**config.mk**
```make
export PLATFORM = sky130hd
export DESIGN_NAME = reconnect_backoff_controller
export DESIGN_NICKNAME = d
export VERILOG_FILES = /design/src/rbc_pkg.sv /design/src/rbc_step.sv /design/src/reconnect_backoff_controller.sv
export SDC_FILE = /design/constraint.sdc
export NUM_CORES = 2
export LEC_CHECK = 0
export ABC_AREA = 0
export BUFFER_PORTS_ARGS = -buffer_cell sky130_fd_sc_hd__buf_2
export CORE_AREA = 2 2 373 375
export DETAILED_ROUTE_END_ITERATION = 8
export DIE_AREA = 0 0 375 377
export PLACE_DENSITY = 0.48
export SLEW_MARGIN = 20
export SYNTH_ARGS = -nofsm -noshare
export SYNTH_HDL_FRONTEND = slang
export SYNTH_SLANG_ARGS = --single-unit
```
**constraint.sdc**
```tcl
create_clock -name clock -period 12.7 [get_ports clock]
set_clock_uncertainty 0.1 [all_clocks]
set_input_delay 3.175 -clock clock [delete_from_list [all_inputs] [get_ports clock]]
set_output_delay 3.175 -clock clock [all_outputs]
set_load 0.01 [all_outputs]
```
**src/rbc_pkg.sv**
```systemverilog
// ----------------------------------------------------------------------------
// rbc_pkg
// Shared types and constants for the reconnect backoff controller.
// ----------------------------------------------------------------------------
`default_nettype none

package rbc_pkg;

   // event kinds carried on req_tuser
   localparam logic [1:0] FUNC_TICK      = 2'd0;
   localparam logic [1:0] FUNC_CONNECTED = 2'd1;
   localparam logic [1:0] FUNC_LOST      = 2'd2;

   // link states
   localparam logic [1:0] LINK_IDLE      = 2'd0;
   localparam logic [1:0] LINK_CONNECTED = 2'd1;
   localparam logic [1:0] LINK_DISABLED  = 2'd2;
   localparam logic [1:0] LINK_WAITING   = 2'd3;

   // error codes
   localparam logic [1:0] ERR_NONE          = 2'd0;
   localparam logic [1:0] ERR_NO_NEGOTIATOR = 2'd1;
   localparam logic [1:0] ERR_NEGOTIATION   = 2'd2;

   // configuration register indexes
   localparam logic [1:0] CSR_START_DELAY   = 2'd0;
   localparam logic [1:0] CSR_DELAY_LIMIT   = 2'd1;
   localparam logic [1:0] CSR_GROWTH_FACTOR = 2'd2;
   localparam logic [1:0] CSR_NEGOTIATOR    = 2'd3;

   // configuration reset values
   localparam logic [31:0] START_DELAY_RST   = 32'd1000;
   localparam logic [31:0] DELAY_LIMIT_RST   = 32'd60000;
   localparam logic [15:0] GROWTH_FACTOR_RST = 16'd512;

   // Q8.8 one
   localparam logic [15:0] FACTOR_ONE = 16'd256;

   localparam int TIME_W   = 48;
   localparam int DELAY_W  = 32;
   localparam int COUNT_W  = 16;
   localparam int REQ_TDATA_W = 56;
   localparam int RSP_TDATA_W = 104;

   typedef struct packed {
      logic [31:0] start_delay;
      logic [31:0] delay_limit;
      logic [15:0] growth_factor;
      logic        negotiator_present;
   } cfg_type;

   typedef struct packed {
      logic [1:0]        func;
      logic [TIME_W-1:0] now;
      logic              user_initiated;
      logic              negotiate_ok;
   } evt_type;

   typedef struct packed {
      logic [1:0]         link_mode;
      logic [COUNT_W-1:0] failures;
      logic [DELAY_W-1:0] backoff_delay;
      logic [TIME_W-1:0]  retry_at;
      logic               retry_valid;
      logic [1:0]         last_error;
   } state_type;

   typedef struct packed {
      logic attempted;
      logic reconnected;
   } flags_type;

endpackage

`default_nettype wire

```
**src/rbc_step.sv**
```systemverilog
// ----------------------------------------------------------------------------
// rbc_step
// Next-state logic for one event: attempt check, rescheduling, delay growth and reset on connect.
// ----------------------------------------------------------------------------
`default_nettype none

module rbc_step (
   input  wire rbc_pkg::cfg_type   cfg,
   input  wire rbc_pkg::evt_type   evt,
   input  wire rbc_pkg::state_type st,
   output rbc_pkg::state_type      st_nxt,
   output rbc_pkg::flags_type      flags
);

   logic [15:0] factor;
   logic [31:0] cap;
   logic [47:0] product;
   logic [39:0] grown;
   logic [31:0] grown_delay;
   logic [48:0] retry_sum;
   logic [47:0] retry_sat;
   logic        due;

   always_comb begin
      factor  = (cfg.growth_factor < rbc_pkg::FACTOR_ONE) ? rbc_pkg::FACTOR_ONE
                                                          : cfg.growth_factor;
      cap     = (cfg.delay_limit > cfg.start_delay) ? cfg.delay_limit : cfg.start_delay;
      product = {16'd0, st.backoff_delay} * {32'd0, factor};
      grown   = product[47:8];
      grown_delay = (grown < {8'd0, cap}) ? grown[31:0] : cap;

      // saturate the retry time at the top of the 48-bit range
      retry_sum = {1'b0, evt.now} + {17'd0, st.backoff_delay};
      retry_sat = retry_sum[48] ? {48{1'b1}} : retry_sum[47:0];

      due = (st.link_mode == rbc_pkg::LINK_WAITING) && st.retry_valid &&
            (evt.now >= st.retry_at);
   end

   always_comb begin
      st_nxt            = st;
      flags.attempted   = 1'b0;
      flags.reconnected = 1'b0;
      case (evt.func)
         rbc_pkg::FUNC_TICK: begin
            if (due) begin
               flags.attempted = 1'b1;
               if (cfg.negotiator_present && evt.negotiate_ok) begin
                  flags.reconnected    = 1'b1;
                  st_nxt.link_mode     = rbc_pkg::LINK_CONNECTED;
                  st_nxt.failures      = '0;
                  st_nxt.backoff_delay = cfg.start_delay;
                  st_nxt.retry_valid   = 1'b0;
                  st_nxt.retry_at      = '0;
                  st_nxt.last_error    = rbc_pkg::ERR_NONE;
               end else begin
                  st_nxt.link_mode  = rbc_pkg::LINK_WAITING;
                  st_nxt.last_error = cfg.negotiator_present ? rbc_pkg::ERR_NEGOTIATION
                                                             : rbc_pkg::ERR_NO_NEGOTIATOR;
                  if (st.failures != {16{1'b1}}) begin
                     st_nxt.failures = st.failures + 16'd1;
                  end
                  st_nxt.retry_at      = retry_sat;
                  st_nxt.retry_valid   = 1'b1;
                  st_nxt.backoff_delay = grown_delay;
               end
            end
         end
         rbc_pkg::FUNC_CONNECTED: begin
            st_nxt.link_mode     = rbc_pkg::LINK_CONNECTED;
            st_nxt.failures      = '0;
            st_nxt.backoff_delay = cfg.start_delay;
            st_nxt.retry_valid   = 1'b0;
            st_nxt.retry_at      = '0;
            st_nxt.last_error    = rbc_pkg::ERR_NONE;
         end
         rbc_pkg::FUNC_LOST: begin
            if (evt.user_initiated) begin
               st_nxt.link_mode   = rbc_pkg::LINK_DISABLED;
               st_nxt.retry_valid = 1'b0;
               st_nxt.retry_at    = '0;
            end else begin
               st_nxt.link_mode   = rbc_pkg::LINK_WAITING;
               st_nxt.retry_at    = retry_sat;
               st_nxt.retry_valid = 1'b1;
            end
         end
         default: begin
            st_nxt = st;
         end
      endcase
   end

endmodule

`default_nettype wire

```
**src/reconnect_backoff_controller.sv**
```systemverilog
// ----------------------------------------------------------------------------
// reconnect_backoff_controller
// Paces reconnect attempts of a link with a capped exponential backoff.
// ----------------------------------------------------------------------------
// Path: a request beat taken is held in the input register and moves into the result
//   register once that is free. Throughput: one event per cycle while the result
//   channel does not stall; the state update, the 32x16 delay multiply and the 48-bit
//   retry add all sit between the input and result registers.
// Reset: synchronous, active high; clears both valid flags, loads the config and state
//   registers with their reset values and puts the link idle with the start delay.
`default_nettype none

module reconnect_backoff_controller (
   input  wire         clock,
   input  wire         reset,
   // request channel
   input  wire         req_tvalid,
   output logic        req_tready,
   input  wire  [rbc_pkg::REQ_TDATA_W-1:0] req_tdata,
                                    // now[47:0], user_initiated[48], negotiate_ok[49], zero
   input  wire  [1:0]  req_tuser,   // func[1:0]
   // result channel
   output logic        rsp_tvalid,
   input  wire         rsp_tready,
   output logic [rbc_pkg::RSP_TDATA_W-1:0] rsp_tdata,
                                    // attempted[0], reconnected[1], retry_pending[2],
                                    // retry_time[50:3], error_code[52:51],
                                    // link_state[54:53], failure_count[70:55],
                                    // delay_now[102:71], zero[103]
   // configuration
   input  wire         csr_we,
   input  wire  [1:0]  csr_index,
   input  wire  [31:0] csr_wdata
);

   rbc_pkg::cfg_type   cfg_ff, cfg_in;
   rbc_pkg::evt_type   evt_ff, evt_in;
   rbc_pkg::state_type st_ff, st_in;
   rbc_pkg::state_type st_nxt;
   rbc_pkg::flags_type flags;
   logic               evt_valid_ff, evt_valid_in;
   logic               rsp_valid_ff, rsp_valid_in;
   logic [rbc_pkg::RSP_TDATA_W-1:0] rsp_data_ff, rsp_data_in;
   logic               advance;
   logic               req_take;

   // Advance the held event into the result register once that is free.
   assign advance    = evt_valid_ff && (!rsp_valid_ff || rsp_tready);
   // The input register refills while a finished result still waits.
   assign req_tready = !evt_valid_ff || advance;
   assign req_take   = req_tvalid && req_tready;

   rbc_step u_step (
      .cfg    (cfg_ff),
      .evt    (evt_ff),
      .st     (st_ff),
      .st_nxt (st_nxt),
      .flags  (flags)
   );

   always_comb begin
      cfg_in = cfg_ff;
      if (csr_we) begin
         case (csr_index)
            rbc_pkg::CSR_START_DELAY:   cfg_in.start_delay        = csr_wdata;
            rbc_pkg::CSR_DELAY_LIMIT:   cfg_in.delay_limit        = csr_wdata;
            rbc_pkg::CSR_GROWTH_FACTOR: cfg_in.growth_factor      = csr_wdata[15:0];
            rbc_pkg::CSR_NEGOTIATOR:    cfg_in.negotiator_present = csr_wdata[0];
            default:                    cfg_in                    = cfg_ff;
         endcase
      end
   end

   always_comb begin
      evt_in       = evt_ff;
      evt_valid_in = evt_valid_ff;
      if (req_take) begin
         evt_in.func           = req_tuser;
         evt_in.now            = req_tdata[47:0];
         evt_in.user_initiated = req_tdata[48];
         evt_in.negotiate_ok   = req_tdata[49];
         evt_valid_in          = 1'b1;
      end else if (advance) begin
         evt_valid_in = 1'b0;
      end
   end

   always_comb begin
      st_in        = st_ff;
      rsp_data_in  = rsp_data_ff;
      rsp_valid_in = rsp_valid_ff;
      if (advance) begin
         // commit the state and capture the status after this event
         st_in        = st_nxt;
         rsp_valid_in = 1'b1;
         rsp_data_in  = {1'b0,
                         st_nxt.backoff_delay,
                         st_nxt.failures,
                         st_nxt.link_mode,
                         st_nxt.last_error,
                         st_nxt.retry_valid ? st_nxt.retry_at : 48'd0,
                         st_nxt.retry_valid,
                         flags.reconnected,
                         flags.attempted};
      end else if (rsp_tready) begin
         rsp_valid_in = 1'b0;
      end
   end

   always_ff @(posedge clock) begin
      if (reset) begin
         cfg_ff.start_delay        <= rbc_pkg::START_DELAY_RST;
         cfg_ff.delay_limit        <= rbc_pkg::DELAY_LIMIT_RST;
         cfg_ff.growth_factor      <= rbc_pkg::GROWTH_FACTOR_RST;
         cfg_ff.negotiator_present <= 1'b0;
         st_ff.link_mode           <= rbc_pkg::LINK_IDLE;
         st_ff.failures            <= '0;
         st_ff.backoff_delay       <= rbc_pkg::START_DELAY_RST;
         st_ff.retry_at            <= '0;
         st_ff.retry_valid         <= 1'b0;
         st_ff.last_error          <= rbc_pkg::ERR_NONE;
         evt_valid_ff              <= 1'b0;
         rsp_valid_ff              <= 1'b0;
      end else begin
         cfg_ff       <= cfg_in;
         st_ff        <= st_in;
         evt_valid_ff <= evt_valid_in;
         rsp_valid_ff <= rsp_valid_in;
      end
   end

   // payload registers, no reset
   always_ff @(posedge clock) begin
      evt_ff      <= evt_in;
      rsp_data_ff <= rsp_data_in;
   end

   assign rsp_tvalid = rsp_valid_ff;
   assign rsp_tdata  = rsp_data_ff;

endmodule

`default_nettype wire
```
---- After elaboration in Yosys (flattened, before gate mapping) ----
Cells that the tools add are included.
W data, S select, Z words.
cells by class
  multiply operators ...................... 1
  add/sub/neg operators ................... 2
  bitwise logic cells ..................... 0
  magnitude comparators ................... 4
  reductions and logical operators ........ 18
  shift operators ......................... 0
  multiplexer cells ....................... 20
  equal/unequal tests ..................... 7
  div/mod/pow operators ................... 0
operator list
  operator                 count
  $mux W101                2
  $pmux W49 S3             1
  $pmux W48 S2             1
  $mux W32                 2
  $add A48 B32 Y49         1
  $mux W49                 1
  $ge A48 B48 Y1           1
  $mul A32 B16 Y48         1
  $mux W48                 1
  $lt A40 B32 Y1           1
  $gt A32 B32 Y1           1
  $mux W16                 2
  $add A16 B1 Y16 const B  1
  $lt A16 B9 Y1 const B    1
  $ne A16 B16 Y1 const B   1
  $reduce_and A2 Y1        5
  $eq A2 B2 Y1 const B     4
  $mux W1                  6
  $pmux W2 S3              1
  $logic_and A1 B1 Y1      5
  $eq A2 B1 Y1 const B     2
  $logic_not A2 Y1         2
  $mux W2                  2
  $pmux W2 S2              1
  other kinds (3)          6
storage, ports and cells
  output and inout bits ................... 106
  memories kept ........................... 0
  bits in latches ......................... 0
  word-level logic and storage cells ...... 72
  register bits ........................... 339
  bits in writable memories ............... 0
  ROM bits ................................ 0

---- Longest topological paths before layout ----
  word-level depth ........................ 8
  mapped depth ............................ 43

---- Hierarchy ----
Synthesis repeated with hierarchy kept, for this count alone.
second synthesis, totals
  cell total of the unflattened synthesis .. 4,118
  area total of the unflattened synthesis .. 36,450.0 µm²
by module, submodules not included
  module                        area each (µm²)  instances  cells each  sequential area each (µm²)
  rbc_step                      23,995.5         1          3,107       0.0
  reconnect_backoff_controller  12,454.4         1          1,011       8,338.0

---- Worst setup path after synthesis ----
No wires, ideal clock.
  kind .................................... register to register
  start point ............................. register cfg_ff[10] (netlist bit)
  end point ............................... register st_ff[63] (netlist bit)
  stages on the path, launching flop included .. 44
  path buffers ............................ 5
  library setup time ...................... 0.310 ns
  arrival ................................. 10.000 ns
  setup slack ............................. 2.290 ns
  cell sequence ........................... dfxtp_1 clkbuf_1 nor4_1 nand2_1 clkbuf_1 nand2b_1 clkbuf_1 nand2_1 fa_1 inv_1 fa_1 inv_1 fa_1 inv_1 fa_1 inv_1 fa_1 inv_1 [... 8 more ...] nor3_1 or2_2 a21oi_1 xor2_1 inv_1 ha_1 and3_1 a2111oi_0 o21ai_0 a221o_1 or4_1 nor4_1 o2111ai_1 nor4_4 buf_6 mux2i_1 o21ai_1 a31oi_1
between the ends
  word-level cells in the longest chain between the ends .. 8
ends and longest elaborated chain
  item                    line                                 text
  start, declared         reconnect_backoff_controller.sv:36   rbc_pkg::cfg_type cfg_ff, cfg_in;
  start signal, assigned  reconnect_backoff_controller.sv:125  cfg_ff <= cfg_in;
  $lt A16 B9 Y1           rbc_step.sv:25                       factor = (cfg.growth_factor < rbc_pkg::FACTOR_ONE) ? rbc_pkg::FACTOR_ONE
  $mux W16 *              rbc_step.sv:25
  $mul A32 B16 Y48 *      rbc_step.sv:28                       product = {16'd0, st.backoff_delay} * {32'd0, factor};
  $lt A40 B32 Y1          rbc_step.sv:30                       grown_delay = (grown < {8'd0, cap}) ? grown[31:0] : cap;
  $mux W32 *              rbc_step.sv:30
  $mux W101 *             rbc_step.sv:48                       if (cfg.negotiator_present && evt.negotiate_ok) begin
  $mux W101 *             rbc_step.sv:46                       if (due) begin
  $pmux W48 S2 *          rbc_step.sv:44                       case (evt.func)
  end signal, assigned    reconnect_backoff_controller.sv:126  st_ff <= st_in;
  end, declared           reconnect_backoff_controller.sv:38   rbc_pkg::state_type st_ff, st_in;
Mark *: on every way between the ends. The rest lies on a longest branch, timed or not.
A chain may end at the register's enable or synchronous reset.

==> impl_metrics.ini <==
[setup_path]
endpoint_kind = register
start_kind = register
crit_fanout = 65
critPathRequiredTime_ns = 12.93
max_stage_delay_ns = 0.56
worstSetupPathType = reg -> reg
r2r_slack_ns = 0.67
cp.arrival_ns = 12.26
crit_slowest_cell = fa_1
worstRegToRegCells = 41

[place]
post-place-ws_ns = 0.356
portBuffers = 195
place_congestion = 0.904
hpwl_um = 95600
placed_area_um2 = 38600

[global_routing]
grt.overflow.total = 0
grt_max_degree = 77
grt_pass1_vias = 29800
grt_pass1_wl_um = 190000
antenna_found_initial = 17
grt_usage = 0.175

[synth]
synth_fa_ha_area_frac = 0.327
synth_top_area_frac = 0.235
synth_area_leaders = fa_1, edfxtp_1, dfxtp_1, ha_1, nand2_1
synth_mux_area_frac = 0.0203
synth_compound_area_frac = 0.133
synthFlopType = dfxtp_1
synth.avg_cell_area_um2 = 8.61
synthSimpleGateAreaFrac = 0.174
yosysTopAreaCell = fa_1
synthTopCellsByCount = nand2_1, inv_1, fa_1, a21oi_1, ha_1
synth_xor_area_frac = 0.0212
ys_seq_area_frac = 0.235
yosysMostFrequentCell = nand2_1
synth_top_family_by_area = adder cells
syn_nets = 4903
synth_cell_type_count = 84
synth_area_um2 = 35500
synthArstFlopShare = 0
synth_seq_cells = 339
yosysWarnings = 0
synth_cells = 4127
synth_edf_count = 155

[floorplanning]
core_region_area_um2 = 137000
die_h_um = 377
die_area_um2 = 141000
io_pins = 203
initial_core_util = 0.259
rows = 136
dieWidth_um = 375

[timing]
finalHoldWorstSlack_ns = 0.353
max_freq_mhz = 83.1
finalCritPeriodShare = 0.947
slew_headroom = 0.229
setup_viol = 0
fin_crit_ns = 12.03
tightest_slew_ns = 1.15
rsz0062_at_grt = false
fin_setup_tns_ns = 0
hold_violations = 0
slew_viol_final = 0
setup_slack_ns = 0.670

[clocking]
hold_buffers = 0
cts_tree = built
cts.clk_slew.worst_paths_ns = 0.06
worstSkewPairLatency_ns = 0.59
cts_root_buf = clkbuf_16
htree_levels = 2
cts_sinks = 339
cts_buffers = 43
ctsLongestPathBuffers = 3

[layout]
stdcell_area_um2 = 40100
post-route-util = 0.293
synthToLayoutAreaGrowth_pct = 12.8
drive_above_1_share = 0.0953
final_nets = 4992

[worst_hold_path]
hp-class = reg -> reg
worstHoldPathCells = 2

[run_status]
outcome = completed

[detailed_routing]
drt-wirelength-per-cell_um = 20.4
drc = 0
drt_iter0_markers = 2111
detail-route-antenna-nets = 0
drt_wl_total_um = 124000
avgViaCountPerCell = 4.88
routed-via-count = 29500
dr.pass1.iters = 8

[run]
maxCapViolations = 0

[pwr]
p_per_area_nw_per_um2 = 93.3
peakVddDrop_uv = 86.9
leakage_nw = 17.8
-- cells by family (layout without fill, tap and decap cells) --
| kind of cell | Yosys count | in the layout |
|---|---|---|
| simple gates | 1353 | 1353 |
| buf+inv | 843 | 966 |
| other cells | 1 | 3 |
| compound gates | 754 | 754 |
| mux | 72 | 72 |
| fa+ha+maj | 679 | 679 |
| flops | 339 | 339 |
| xor+xnor | 86 | 86 |
-- worst paths after layout --
check	start	endpoint
setup / recovery	cfg_ff[9]$_SDFFE_PP0P_	rsp_tdata[99]$_DFFE_PP_
hold / removal	cfg_ff[1]$_SDFFE_PP0P_	cfg_ff[1]$_SDFFE_PP0P_
setup reg to reg	cfg_ff[9]$_SDFFE_PP0P_	rsp_tdata[99]$_DFFE_PP_
hold reg to reg	cfg_ff[1]$_SDFFE_PP0P_	cfg_ff[1]$_SDFFE_PP0P_
-- worst max-delay path, delay by kind of cell (launching register included) --
family	cells	cell delay (ns)
adder cells (fa/ha/maj)	8	3.81
multiplexers	1	0.40
AO/OA/AOI/OAI	10	2.86
AND/OR/NAND/NOR	12	2.80
XOR/XNOR	1	0.26
flip-flops	1	0.36
buffers and inverters	9	1.07
-- metal layers --
metal	share of wire	vias up	global-route usage
li1	-	13800	-
met1	0.47	14800	0.246
met2	0.45	807	0.280
met3	0.059	143	0.0248
met4	0.025	12	0.0432
met5	0.00062	-	0
-- sequential cells by signal (all words and copies together) (netlist names) --
| name | cells |
|---|---|
| cfg_ff | 81 |
| rsp_tdata | 103 |
| rsp_tvalid | 1 |
| evt_ff | 52 |
| evt_valid_ff | 1 |
| st_ff | 101 |
-- report_power, final --
group	total [W]	internal (W)	switching [W]
clock	0.00125	0.000720	0.000528
combinational	0.00126	0.000456	0.000799
sequential	0.00124	0.00119	0.0000480
total	0.00374	0.00236	0.00138
-- through the flow --
stage	std cells	total power [W]
after floorplan	4127	0.00209
after global placement	5962	0.00248
after detailed placement	5962	0.00249
after CTS	6041	0.00376
after global routing	6045	0.00395
final	6046	0.00374
-- cell usage in the layout, fill, tap and decap left out, types with 9 or more instances in the layout --
| cell | count |
|---|---|
| nand3_1 | 63 |
| nor2_1 | 193 |
| o21ai_1 | 29 |
| o21ai_0 | 111 |
| o211ai_1 | 16 |
| clkbuf_1 | 14 |
| nand2b_1 | 10 |
| a211oi_1 | 21 |
| o2bb2ai_1 | 9 |
| ha_1 | 261 |
| dfxtp_1 | 184 |
| o21bai_1 | 10 |
| nor3b_1 | 10 |
| mux2i_1 | 71 |
| fa_1 | 418 |
| o21a_1 | 14 |
| edfxtp_1 | 155 |
| xor2_1 | 36 |
| buf_2 | 194 |
| a31oi_1 | 55 |
| inv_1 | 582 |
| nor3_1 | 53 |
| o31ai_1 | 9 |
| and2_1 | 122 |
| xnor2_1 | 50 |
| and3_1 | 95 |
| nor2b_1 | 12 |
| a22oi_1 | 18 |
| buf_4 | 106 |
| nand4_1 | 51 |
| a2bb2oi_1 | 27 |
| clkbuf_16 | 45 |
| a21o_1 | 62 |
| nand2_1 | 689 |
| a21oi_1 | 281 |
-- layout make-up --
type | count | area (um^2)
antenna | 2 | 5.00
clock buffer | 59 | 1180
clock inverter | 20 | 234
fill | 14600 | 96900
inverter | 585 | 2200
multi-input combinational | 2945 | 24100
sequential | 339 | 8340
tap | 1794 | 2240
timing repair buffer | 302 | 1810
-- timing repair --
item,CTS,global route
setup buffers,0,3
resized for setup,0,12
endpoints found under the setup margin,0,60
Power figures use the tool's default switching activity.
